===== src/ffra_pkg.sv =====
// Shared definitions for the first-fit range allocator: sizes, command and
// status codes, datapath operations and the status bundle. No dependencies.
package ffra_pkg;

    localparam int FREE_SLOTS  = 64;
    localparam int ALLOC_SLOTS = 64;
    localparam int ADDR_BITS   = 32;

    localparam int FR_AW = $clog2(FREE_SLOTS);
    localparam int FR_CW = $clog2(FREE_SLOTS + 1);
    localparam int LA_AW = $clog2(ALLOC_SLOTS);
    localparam int LA_CW = $clog2(ALLOC_SLOTS + 1);

    typedef logic [ADDR_BITS-1:0] word_t;
    typedef logic [FR_CW-1:0]     fcnt_t;
    typedef logic [LA_CW-1:0]     acnt_t;
    typedef logic [LA_AW-1:0]     aslot_t;

    typedef struct packed {
        word_t off;
        word_t len;
    } range_t;

    typedef enum logic [1:0] {
        CMD_ALLOC    = 2'd0,
        CMD_RELEASE  = 2'd1,
        CMD_CONTAINS = 2'd2,
        CMD_REINIT   = 2'd3
    } cmd_t;

    typedef enum logic [1:0] {
        ST_OK   = 2'd0,
        ST_FAIL = 2'd1,
        ST_FULL = 2'd2
    } status_t;

    typedef enum logic [5:0] {
        OP_NOP, OP_LOAD, OP_REINIT, OP_SET_FAIL, OP_SET_FULL,
        OP_FR_RD_IDX, OP_DIV_START, OP_ALIGN, OP_FIT, OP_IDX_INC, OP_WR_ONE,
        OP_SD_INIT, OP_FR_RD_SHP, OP_FR_WR_SH_INC, OP_FC_DEC,
        OP_SU_INIT, OP_FR_RD_SHM, OP_FR_WR_SH_DEC, OP_FC_INC,
        OP_WR_PREFIX, OP_WR_SUFFIX, OP_A_COMMIT,
        OP_LA_RD, OP_AIDX_INC, OP_R_FOUND, OP_PREV_ADV, OP_CUR_LATCH,
        OP_WR_MERGE_BOTH, OP_WR_MERGE_PREV, OP_WR_MERGE_NEXT, OP_WR_NEW,
        OP_R_COMMIT, OP_C_UPD, OP_C_FINAL, OP_OUT_LOAD
    } dp_op_t;

    typedef struct packed {
        cmd_t cmd;
        logic len_zero;
        logic align_zero;
        logic idx_end;
        logic aidx_end;
        logic div_busy;
        logic fit;
        logic need_pre;
        logic need_suf;
        logic fc_full;
        logic slot_avail;
        logic sd_end;
        logic su_end;
        logic la_hit;
        logic la_len_eq;
        logic prev_lt;
        logic mp;
        logic mn;
    } dp_stat_t;

endpackage


===== src/ffra_ctrl.sv =====
// Sequencer of the allocator: one-hot state machine issuing at most one
// datapath operation per cycle and running both handshakes. Depends on ffra_pkg.
module ffra_ctrl (
    input  logic               clk,
    input  logic               rst_n,
    input  logic               in_valid,
    output logic               in_ready,
    output logic               out_valid,
    input  logic               out_ready,
    input  ffra_pkg::dp_stat_t st,
    output ffra_pkg::dp_op_t   op
);
    import ffra_pkg::*;

    typedef enum logic [23:0] {
        S_IDLE     = 24'h000001, S_DISPATCH = 24'h000002, S_A_CHK    = 24'h000004,
        S_A_WAIT   = 24'h000008, S_A_DIV    = 24'h000010, S_A_FIT    = 24'h000020,
        S_A_DEC    = 24'h000040, S_A_WR2A   = 24'h000080, S_A_WR2B   = 24'h000100,
        S_A_COMMIT = 24'h000200, S_SD_CHK   = 24'h000400, S_SD_WR    = 24'h000800,
        S_SU_CHK   = 24'h001000, S_SU_WR    = 24'h002000, S_R_LRD    = 24'h004000,
        S_R_LCHK   = 24'h008000, S_R_PRD    = 24'h010000, S_R_PCHK   = 24'h020000,
        S_R_DEC    = 24'h040000, S_R_WRNEW  = 24'h080000, S_R_COMMIT = 24'h100000,
        S_C_RD     = 24'h200000, S_C_CHK    = 24'h400000, S_DONE     = 24'h800000
    } state_t;

    state_t state_reg, state_next;
    logic   out_valid_reg, out_valid_next;
    logic   is_alloc;

    assign is_alloc = (st.cmd == CMD_ALLOC);

    always_comb
    begin
        state_next     = state_reg;
        op             = OP_NOP;
        out_valid_next = out_valid_reg && !out_ready;
        case (state_reg)
            S_IDLE:
            begin
                if (in_valid)
                begin
                    op = OP_LOAD; state_next = S_DISPATCH;
                end
            end
            S_DISPATCH:
            begin
                case (st.cmd)
                    CMD_REINIT:
                    begin
                        op = OP_REINIT; state_next = S_DONE;
                    end
                    CMD_ALLOC:
                    begin
                        if (st.len_zero || st.align_zero)
                        begin
                            op = OP_SET_FAIL; state_next = S_DONE;
                        end
                        else
                            state_next = S_A_CHK;
                    end
                    CMD_RELEASE: state_next = S_R_LRD;
                    CMD_CONTAINS:
                    begin
                        if (st.len_zero)
                        begin
                            op = OP_SET_FAIL; state_next = S_DONE;
                        end
                        else
                            state_next = S_C_RD;
                    end
                    default:
                    begin
                        op = OP_SET_FAIL; state_next = S_DONE;
                    end
                endcase
            end
            S_A_CHK:
            begin
                if (st.idx_end)
                begin
                    op = OP_SET_FAIL; state_next = S_DONE;
                end
                else
                begin
                    op = OP_FR_RD_IDX; state_next = S_A_WAIT;
                end
            end
            S_A_WAIT:
            begin
                op = OP_DIV_START; state_next = S_A_DIV;
            end
            S_A_DIV:
            begin
                if (!st.div_busy)
                begin
                    op = OP_ALIGN; state_next = S_A_FIT;
                end
            end
            S_A_FIT:
            begin
                op = OP_FIT; state_next = S_A_DEC;
            end
            S_A_DEC:
            begin
                if (!st.fit)
                begin
                    op = OP_IDX_INC; state_next = S_A_CHK;
                end
                else if ((st.need_pre && st.need_suf && st.fc_full) || !st.slot_avail)
                begin
                    op = OP_SET_FULL; state_next = S_DONE;
                end
                else if (st.need_pre && st.need_suf)
                begin
                    op = OP_SU_INIT; state_next = S_SU_CHK;
                end
                else if (st.need_pre || st.need_suf)
                begin
                    op = OP_WR_ONE; state_next = S_A_COMMIT;
                end
                else
                begin
                    op = OP_SD_INIT; state_next = S_SD_CHK;
                end
            end
            S_SD_CHK:
            begin
                if (st.sd_end)
                begin
                    op = OP_FC_DEC;
                    state_next = is_alloc ? S_A_COMMIT : S_R_COMMIT;
                end
                else
                begin
                    op = OP_FR_RD_SHP; state_next = S_SD_WR;
                end
            end
            S_SD_WR:
            begin
                op = OP_FR_WR_SH_INC; state_next = S_SD_CHK;
            end
            S_SU_CHK:
            begin
                if (st.su_end)
                begin
                    op = OP_FC_INC;
                    state_next = is_alloc ? S_A_WR2A : S_R_WRNEW;
                end
                else
                begin
                    op = OP_FR_RD_SHM; state_next = S_SU_WR;
                end
            end
            S_SU_WR:
            begin
                op = OP_FR_WR_SH_DEC; state_next = S_SU_CHK;
            end
            S_A_WR2A:
            begin
                op = OP_WR_PREFIX; state_next = S_A_WR2B;
            end
            S_A_WR2B:
            begin
                op = OP_WR_SUFFIX; state_next = S_A_COMMIT;
            end
            S_A_COMMIT:
            begin
                op = OP_A_COMMIT; state_next = S_DONE;
            end
            S_R_LRD:
            begin
                if (st.aidx_end)
                begin
                    op = OP_SET_FAIL; state_next = S_DONE;
                end
                else
                begin
                    op = OP_LA_RD; state_next = S_R_LCHK;
                end
            end
            S_R_LCHK:
            begin
                if (st.la_hit && st.la_len_eq)
                begin
                    op = OP_R_FOUND; state_next = S_R_PRD;
                end
                else if (st.la_hit)
                begin
                    op = OP_SET_FAIL; state_next = S_DONE;
                end
                else
                begin
                    op = OP_AIDX_INC; state_next = S_R_LRD;
                end
            end
            S_R_PRD:
            begin
                if (st.idx_end)
                    state_next = S_R_DEC;
                else
                begin
                    op = OP_FR_RD_IDX; state_next = S_R_PCHK;
                end
            end
            S_R_PCHK:
            begin
                if (st.prev_lt)
                begin
                    op = OP_PREV_ADV; state_next = S_R_PRD;
                end
                else
                begin
                    op = OP_CUR_LATCH; state_next = S_R_DEC;
                end
            end
            S_R_DEC:
            begin
                if (!st.mp && !st.mn && st.fc_full)
                begin
                    op = OP_SET_FULL; state_next = S_DONE;
                end
                else if (st.mp && st.mn)
                begin
                    op = OP_WR_MERGE_BOTH; state_next = S_SD_CHK;
                end
                else if (st.mp)
                begin
                    op = OP_WR_MERGE_PREV; state_next = S_R_COMMIT;
                end
                else if (st.mn)
                begin
                    op = OP_WR_MERGE_NEXT; state_next = S_R_COMMIT;
                end
                else
                begin
                    op = OP_SU_INIT; state_next = S_SU_CHK;
                end
            end
            S_R_WRNEW:
            begin
                op = OP_WR_NEW; state_next = S_R_COMMIT;
            end
            S_R_COMMIT:
            begin
                op = OP_R_COMMIT; state_next = S_DONE;
            end
            S_C_RD:
            begin
                if (st.aidx_end)
                begin
                    op = OP_C_FINAL; state_next = S_DONE;
                end
                else
                begin
                    op = OP_LA_RD; state_next = S_C_CHK;
                end
            end
            S_C_CHK:
            begin
                op = OP_C_UPD; state_next = S_C_RD;
            end
            S_DONE:
            begin
                if (!out_valid_reg || out_ready)
                begin
                    op = OP_OUT_LOAD; out_valid_next = 1'b1; state_next = S_IDLE;
                end
            end
            default: state_next = S_IDLE;
        endcase
    end

    always_ff @(posedge clk or negedge rst_n)
    begin
        if (!rst_n)
        begin
            state_reg     <= S_IDLE;
            out_valid_reg <= 1'b0;
        end
        else
        begin
            state_reg     <= state_next;
            out_valid_reg <= out_valid_next;
        end
    end

    assign in_ready  = (state_reg == S_IDLE);
    assign out_valid = out_valid_reg;

endmodule


===== config.mk =====
export PLATFORM = sky130hd
export DESIGN_NAME = ffra_ctrl
export DESIGN_NICKNAME = d
export VERILOG_FILES = /design/src/ffra_pkg.sv /design/src/ffra_ctrl.sv
export SDC_FILE = /design/constraint.sdc
export NUM_CORES = 1
export LEC_CHECK = 0
export ABC_CLOCK_PERIOD_IN_PS = 3500
export BUFFER_PORTS_ARGS = -buffer_cell sky130_fd_sc_hd__buf_2
export CAP_MARGIN = 20
export CORE_MARGIN = 1.5
export CORE_UTILIZATION = 50
export CTS_CLUSTER_DIAMETER = 120
export CTS_CLUSTER_SIZE = 8
export DETAILED_ROUTE_END_ITERATION = 8
export HOLD_SLACK_MARGIN = 0.02
export PLACE_DENSITY = 0.74
export SLEW_MARGIN = 40
export SYNTH_ARGS = -nofsm -noshare
export SYNTH_HDL_FRONTEND = slang
export SYNTH_SLANG_ARGS = --single-unit

===== constraint.sdc =====
create_clock -name clk -period 3.5 [get_ports clk]
set_clock_uncertainty 0.15 [all_clocks]
set_input_delay 0.7 -clock clk [delete_from_list [all_inputs] [get_ports clk]]
set_output_delay 0.7 -clock clk [all_outputs]
set_load 0.01 [all_outputs]

==> results of run 1 <==
metal layers:
| metal | GRT usage, % | part of all wire [%] | vias up |
|---|---|---|---|
| met4 | 8.00 | 1.7 | 0 |
| li1 | - | - | 965 |
| met3 | 4.93 | 10 | 12 |
| met5 | 0 | 0 | - |
| met2 | 46.7 | 48 | 130 |
| met1 | 39.4 | 40 | 995 |
layout make-up:
type / count / area share (%)
clock buffers: 4 / 1.85
inverters: 11 / 1.69
multi-input cells: 189 / 59.0
flip-flops and latches: 25 / 25.7
well taps: 50 / 2.56
repair buffers: 40 / 9.23
layout by cell type (no fill, tap or decap), drive strengths merged, types with 3 or more instances in the layout:
master,n
o21ai,6
inv,11
clkbuf,4
nand2b,5
a21oi,4
nor2,24
nand2,19
nand3b,7
nor4,15
nand4b,5
nor2b,6
buf,40
dfrtp,24
nand3,9
and3,3
or4,4
and2,5
ha,7
nand4,7
or4b,7
nor3,15
per-stage QoR:
| stage | instances | cell area [um^2] | total power (uW) |
|---|---|---|---|
| 3_3_place_gp | 312 | 2350 | 724 |
| 5_1_grt | 319 | 2440 | 982 |
| 3_5_place_dp | 312 | 2350 | 726 |
| 6_report | 319 | 2440 | 925 |
| 2_1_floorplan | 228 | 2110 | 613 |
| 4_1_cts | 316 | 2400 | 899 |
power by group:
group	internal [uW]	switching (uW)	leakage [uW]
Sequential	309	31.4	0.000345
Combinational	169	241	0.000803
Clock	81.6	92.2	0.0000228
cells by family after synthesis:
logic type               Yosys count  share of synthesized area, %
buffers and inverters             14                          3.08
adder cells (fa/ha/maj)            7                          4.15
AND/OR/NAND/NOR                  140                          46.4
flip-flops                        25                          29.7
multiplexers                       1                         0.474
AO/OA/AOI/OAI                     37                          14.5
XOR/XNOR                           4                          1.66
final timing paths:
check / from / endpoint / cells past startpoint
setup / recovery: state_reg[0] / op[4] / 7
hold / removal: rst_n / state_reg[9] / 1
setup reg to reg: state_reg[0] / state_reg[23] / 7
hold reg to reg: out_valid / out_valid / 2
max in group asynchronous: rst_n / state_reg[3] / 1
min in group clk: out_valid / out_valid / 2
repair_timing:
| action | CTS | global route |
|---|---|---|
| endpoints found under the hold margin | 0 | 0 |
| resized for setup | 0 | 4 |
| setup buffers | 0 | 3 |
| endpoints found under the setup margin | 0 | 5 |
worst register-to-register path: stages (launching register included):
cell	delay [ps]
dfstp_2	610
nor2_2	110
nand4_1	240
buf_4	170
nor2_1	40
a41o_1	270
a221oi_1	430
or4b_1	480
==> reports/metrics.csv, run 1 <==
metric,value,unit
status,completed,
dpl ws,339,ps
Power Density,379,mW/mm^2
largest net degree at the start of global routing,26,
Final #Nets,300,
Worst Setup Path Type,reg -> out,
gr ovfl total,0,
"EDFF count, synth",0,
Max H-tree Level,1,
global-route wire length before repair,9720,um
area of the multi-input gates,0.00144,mm^2
CTS max path bufs,2,
DR iter-0 viols,184,
RSZ-0062 raised after global routing,false,
Crit path arrival time,2550,ps
Slew @ Worst Pin,563,ps
Max stage delay on crit path,610,ps
CP Capture Type,primary output,
post-synth top area cell,dfrtp_1,
crit path cell chain,nor2_2 > nand2_1 > nor2_2 > a21oi_2 > or4b_1 > or3_1 > buf_2,
share of cells above drive strength 1,28.6,%
Initial Util,52.4,%
Synth Flop Type,dfrtp_1,
drt total wl,6350,um
Final period util,97.2,%
num rows,23,
final setup vio count,0,
Synth warnings,0,
CP startpoint kind,register,
Min Hold Slack,253,ps
vias in the first global route,1882,
final hold viol count,0,
max reg flops,24,
crit-path leading delay family,simple AND/OR/NAND/NOR gates,
cts hold-fix bufs,0,
CTS root buf,clkbuf_8,
CTS tree,yes,
Post-Syn Instances,228,
fin util,60.6,%
MaxCap Viol Count,0,
fillers,382,
Die ar.,0.00462,mm^2
Port-buffer cells,30,
syn avg cell area,9.26,um^2
Worst R2R Setup Slack,870,ps
core footprint,0.00403,mm^2
FF/Latch Area,627,um^2
Post-Syn Nets,258,
"Clk pin slew, worst setup/hold paths",90,ps
"slowest stage cell, crit path",dfstp_2,
ANT cells,0,
detailed-route via count,2102,
Max IR drop VDD,222,uV
leakage,0.00117,uW
setup TNS,0,ps
DRC viols,0,
synthesized flop and latch total,25,
WL/cell,19.9,um
Die Y-Extent,68.0,um
maximum fanout along the worst path,6,
P&R area growth vs syn,15.6,%
final setup margin,99.1,ps
Die X,68.0,um
RePlAce Congestion,1.00,
Post-synth top cells,"dfrtp_1 (24), nor2_1 (20), nand2_1 (18)",
final antenna-violating net count,0,
I/O Pins,31,
synth unique cells,68,
DRT Pass-1 Iters,5,
global-route usage over all layers,28.8,%
mapped cell area,0.00211,mm^2
initial antenna violation count,0,
CP dominant cell by count,nor2_2,
"Buf+Inv Stages, Crit Path",1,
fmax,294,MHz
DP HPWL,5070,um
"Clk Latency, worst-skew pair",270,ps
Clock Sinks,25,
share of the synthesized area in the top cell type,28.4,%
Max-slew headroom,62.4,%
DR vias/cell,6.59,
"count leader, synth",dfrtp_1,
Synth async-reset ratio,100,%
"Seq/Total Area, Yosys",29.7,%
hold crit path type,in -> async,
required time of the critical path,2650,ps
fin. max-slew vios,0,
Area contributors post-synth,"dfrtp_1 (28%), nor4_4 (5.0%), ha_1 (4.1%)",
CTS buffer count,3,
Tmin final,3400,ps
(Power assumes the default switching activity.)
==> inputs of run 2 (changes only) <==
--- a/config.mk
+++ b/config.mk
@@ -5,16 +5,16 @@
 export SDC_FILE = /design/constraint.sdc
 export NUM_CORES = 1
 export LEC_CHECK = 0
-export ABC_CLOCK_PERIOD_IN_PS = 3500
+export ABC_CLOCK_PERIOD_IN_PS = 2900
 export BUFFER_PORTS_ARGS = -buffer_cell sky130_fd_sc_hd__buf_2
-export CAP_MARGIN = 20
 export CORE_MARGIN = 1.5
 export CORE_UTILIZATION = 50
 export CTS_CLUSTER_DIAMETER = 120
 export CTS_CLUSTER_SIZE = 8
 export DETAILED_ROUTE_END_ITERATION = 8
 export HOLD_SLACK_MARGIN = 0.02
-export PLACE_DENSITY = 0.74
+export PLACE_DENSITY = 0.77
+export SKIP_LAST_GASP = 1
 export SLEW_MARGIN = 40
 export SYNTH_ARGS = -nofsm -noshare
 export SYNTH_HDL_FRONTEND = slang
==> constraint.sdc (replaced) <==
create_clock -name clk -period 2.9 [get_ports clk]
set_clock_uncertainty 0.15 [all_clocks]
set_input_delay 0.58 -clock clk [delete_from_list [all_inputs] [get_ports clk]]
set_output_delay 0.58 -clock clk [all_outputs]
set_load 0.01 [all_outputs]
==> reports/metrics.csv, run 2 (synthesis results as in run 1) <==
metric,value,unit,change
crit path cell chain,nor2_4 > nand4_1 > buf_4 > nor3_4 > a21oi_2 > or4b_4 > or3_4 > buf_6,,was nor2_2 > nand2_1 > nor2_2 > a21oi_2 > or4b_1 > or3_1 > buf_2
Final period util,109,%,
P&R area growth vs syn,49.1,%,was 15.6%
hold crit path type,in -> async,,unchanged
global-route wire length before repair,11900,um,was 9720 um
DRC viols,0,,unchanged
final antenna-violating net count,0,,unchanged
RSZ-0062 raised after global routing,true,,was false
Initial Util,52.4,%,unchanged
Max stage delay on crit path,580,ps,was 610 ps
Min Hold Slack,149,ps,was 253 ps
share of cells above drive strength 1,49.4,%,was 28.6%
drt total wl,7880,um,was 6350 um
global-route usage over all layers,35.3,%,was 28.8%
CP startpoint kind,register,,unchanged
failing checks,setup timing,,
Port-buffer cells,30,,unchanged
DP HPWL,5520,um,was 5070 um
CTS buffer count,3,,unchanged
Final #Nets,369,,was 300
Post-Place Cells,350,,was 312
final setup vio count,6,,was 0
I/O Pins,31,,unchanged
required time of the critical path,2170,ps,was 2650 ps
RePlAce Congestion,1.11,,was 1.00
status,"complete, but fails checks",,was completed
vias in the first global route,2436,,was 1882
Die X,68.0,um,unchanged
DR iter-0 viols,258,,was 184
Slew @ Worst Pin,697,ps,was 563 ps
Tmin final,3150,ps,
fmax,317,MHz,
Max-slew headroom,52.9,%,was 62.4%
DR vias/cell,6.37,,was 6.59
"slowest stage cell, crit path",dfstp_2,,unchanged
cts hold-fix bufs,0,,unchanged
MaxCap Viol Count,0,,unchanged
Max IR drop VDD,199,uV,was 222 uV
"Clk pin slew, worst setup/hold paths",90,ps,about the same
final setup margin,-254,ps,was 99.1 ps
max reg flops,24,,unchanged
ANT cells,0,,unchanged
Crit path arrival time,2420,ps,was 2550 ps
initial antenna violation count,0,,unchanged
Worst Setup Path Type,reg -> out,,unchanged
largest net degree at the start of global routing,26,,unchanged
CTS max path bufs,2,,unchanged
Worst R2R Setup Slack,-190,ps,was 870 ps
fin. max-slew vios,0,,unchanged
Power Density,420,mW/mm^2,was 379 mW/mm^2
CTS root buf,clkbuf_8,,unchanged
detailed-route via count,2470,,was 2102
WL/cell,20.3,um,was 19.9 um
Non-Filler Instances,388,,was 319
Die Y-Extent,68.0,um,unchanged
gr ovfl total,0,,unchanged
fin util,78.1,%,was 60.6%
CP Capture Type,primary output,,unchanged
final hold viol count,0,,unchanged
FF/Latch Area,629,um^2,was 627 um^2
most frequent cells in the layout,"buf_4 (74), buf_2 (28), dfrtp_1 (22)",,"was buf_2 (30), dfrtp_1 (24), nor2_1 (19)"
area of the multi-input gates,0.00160,mm^2,was 0.00144 mm^2
leakage,0.00154,uW,was 0.00117 uW
Clock Sinks,25,,unchanged
Die ar.,0.00462,mm^2,unchanged
fillers,277,,was 382
"Clk Latency, worst-skew pair",270,ps,about the same
dpl ws,16.0,ps,was 339 ps
DRT Pass-1 Iters,6,,was 5
Max H-tree Level,1,,unchanged
num rows,23,,unchanged
maximum fanout along the worst path,5,,was 6
core footprint,0.00403,mm^2,unchanged
CTS tree,yes,,unchanged
"most common cell after layout, fill and taps aside",buf_4,,was buf_2
[run 2: changes by cell type in the layout (fill, tap and decap cells not counted), moves of 3 or more]
cell / before / now
buf_4: 10 / 74
buf_6: 0 / 7
nand2_1: 18 / 14
nand2_2: 1 / 4
nor3_1: 12 / 8
[run 2: what timing repair did]
| action | in CTS | in global routing |
|---|---|---|
| setup buffers | 33 | 2 |
| endpoints found under the setup margin | 6 | 9 |
| gates resized for setup | 36 | 7 |
| pin swaps | 31 | 7 |
| gates cloned | 0 | 0 |
[run 2: layer usage]
metal	global-route usage, %	share of wire [%]
met3	5.76	8.2
met1	44.1	40
met5	0	0
met4	15.8	5.1
met2	59.7	47
[run 2: power by group]
part           switching, uW  total (uW)  internal (uW)
clock network            120         219           98.6
logic                    396         706            310
registers               24.0         397            373
[run 2: stage by stage]
stage	total power, uW	cell area, um^2	setup TNS (ps)
after detailed placement	952	2640	0
final	1320	3150	-1260
after global placement	950	2640	-26.9
after floorplan	739	2110	0
after global routing	1380	3150	-2290
after CTS	1260	3100	-755
[run 2: critical path: cells and delay by family (launching register included)]
family	cells	cell delay [ps]
AO/OA/AOI/OAI	1	150
buffers and inverters	2	290
flip-flops	1	580
AND/OR/NAND/NOR	5	1130
[run 2: path summary, 6_finish.rpt]
kind,from,end,cells past startpoint
setup / recovery,state_reg[0],op[4],8
hold / removal,rst_n,out_valid,1
setup reg to reg,state_reg[13],state_reg[0],17
hold reg to reg,out_valid,out_valid,2
max in group asynchronous,rst_n,state_reg[18],1
min in group clk,st[5],state_reg[13],2
[run 2: area by class of cell]
class	count	share of cell area, %
flip-flops and latches	25	20.0
inverters	11	1.31
multi-input cells	189	50.7
well taps	50	1.99
repair buffers	109	24.6
clock buffers	4	1.43
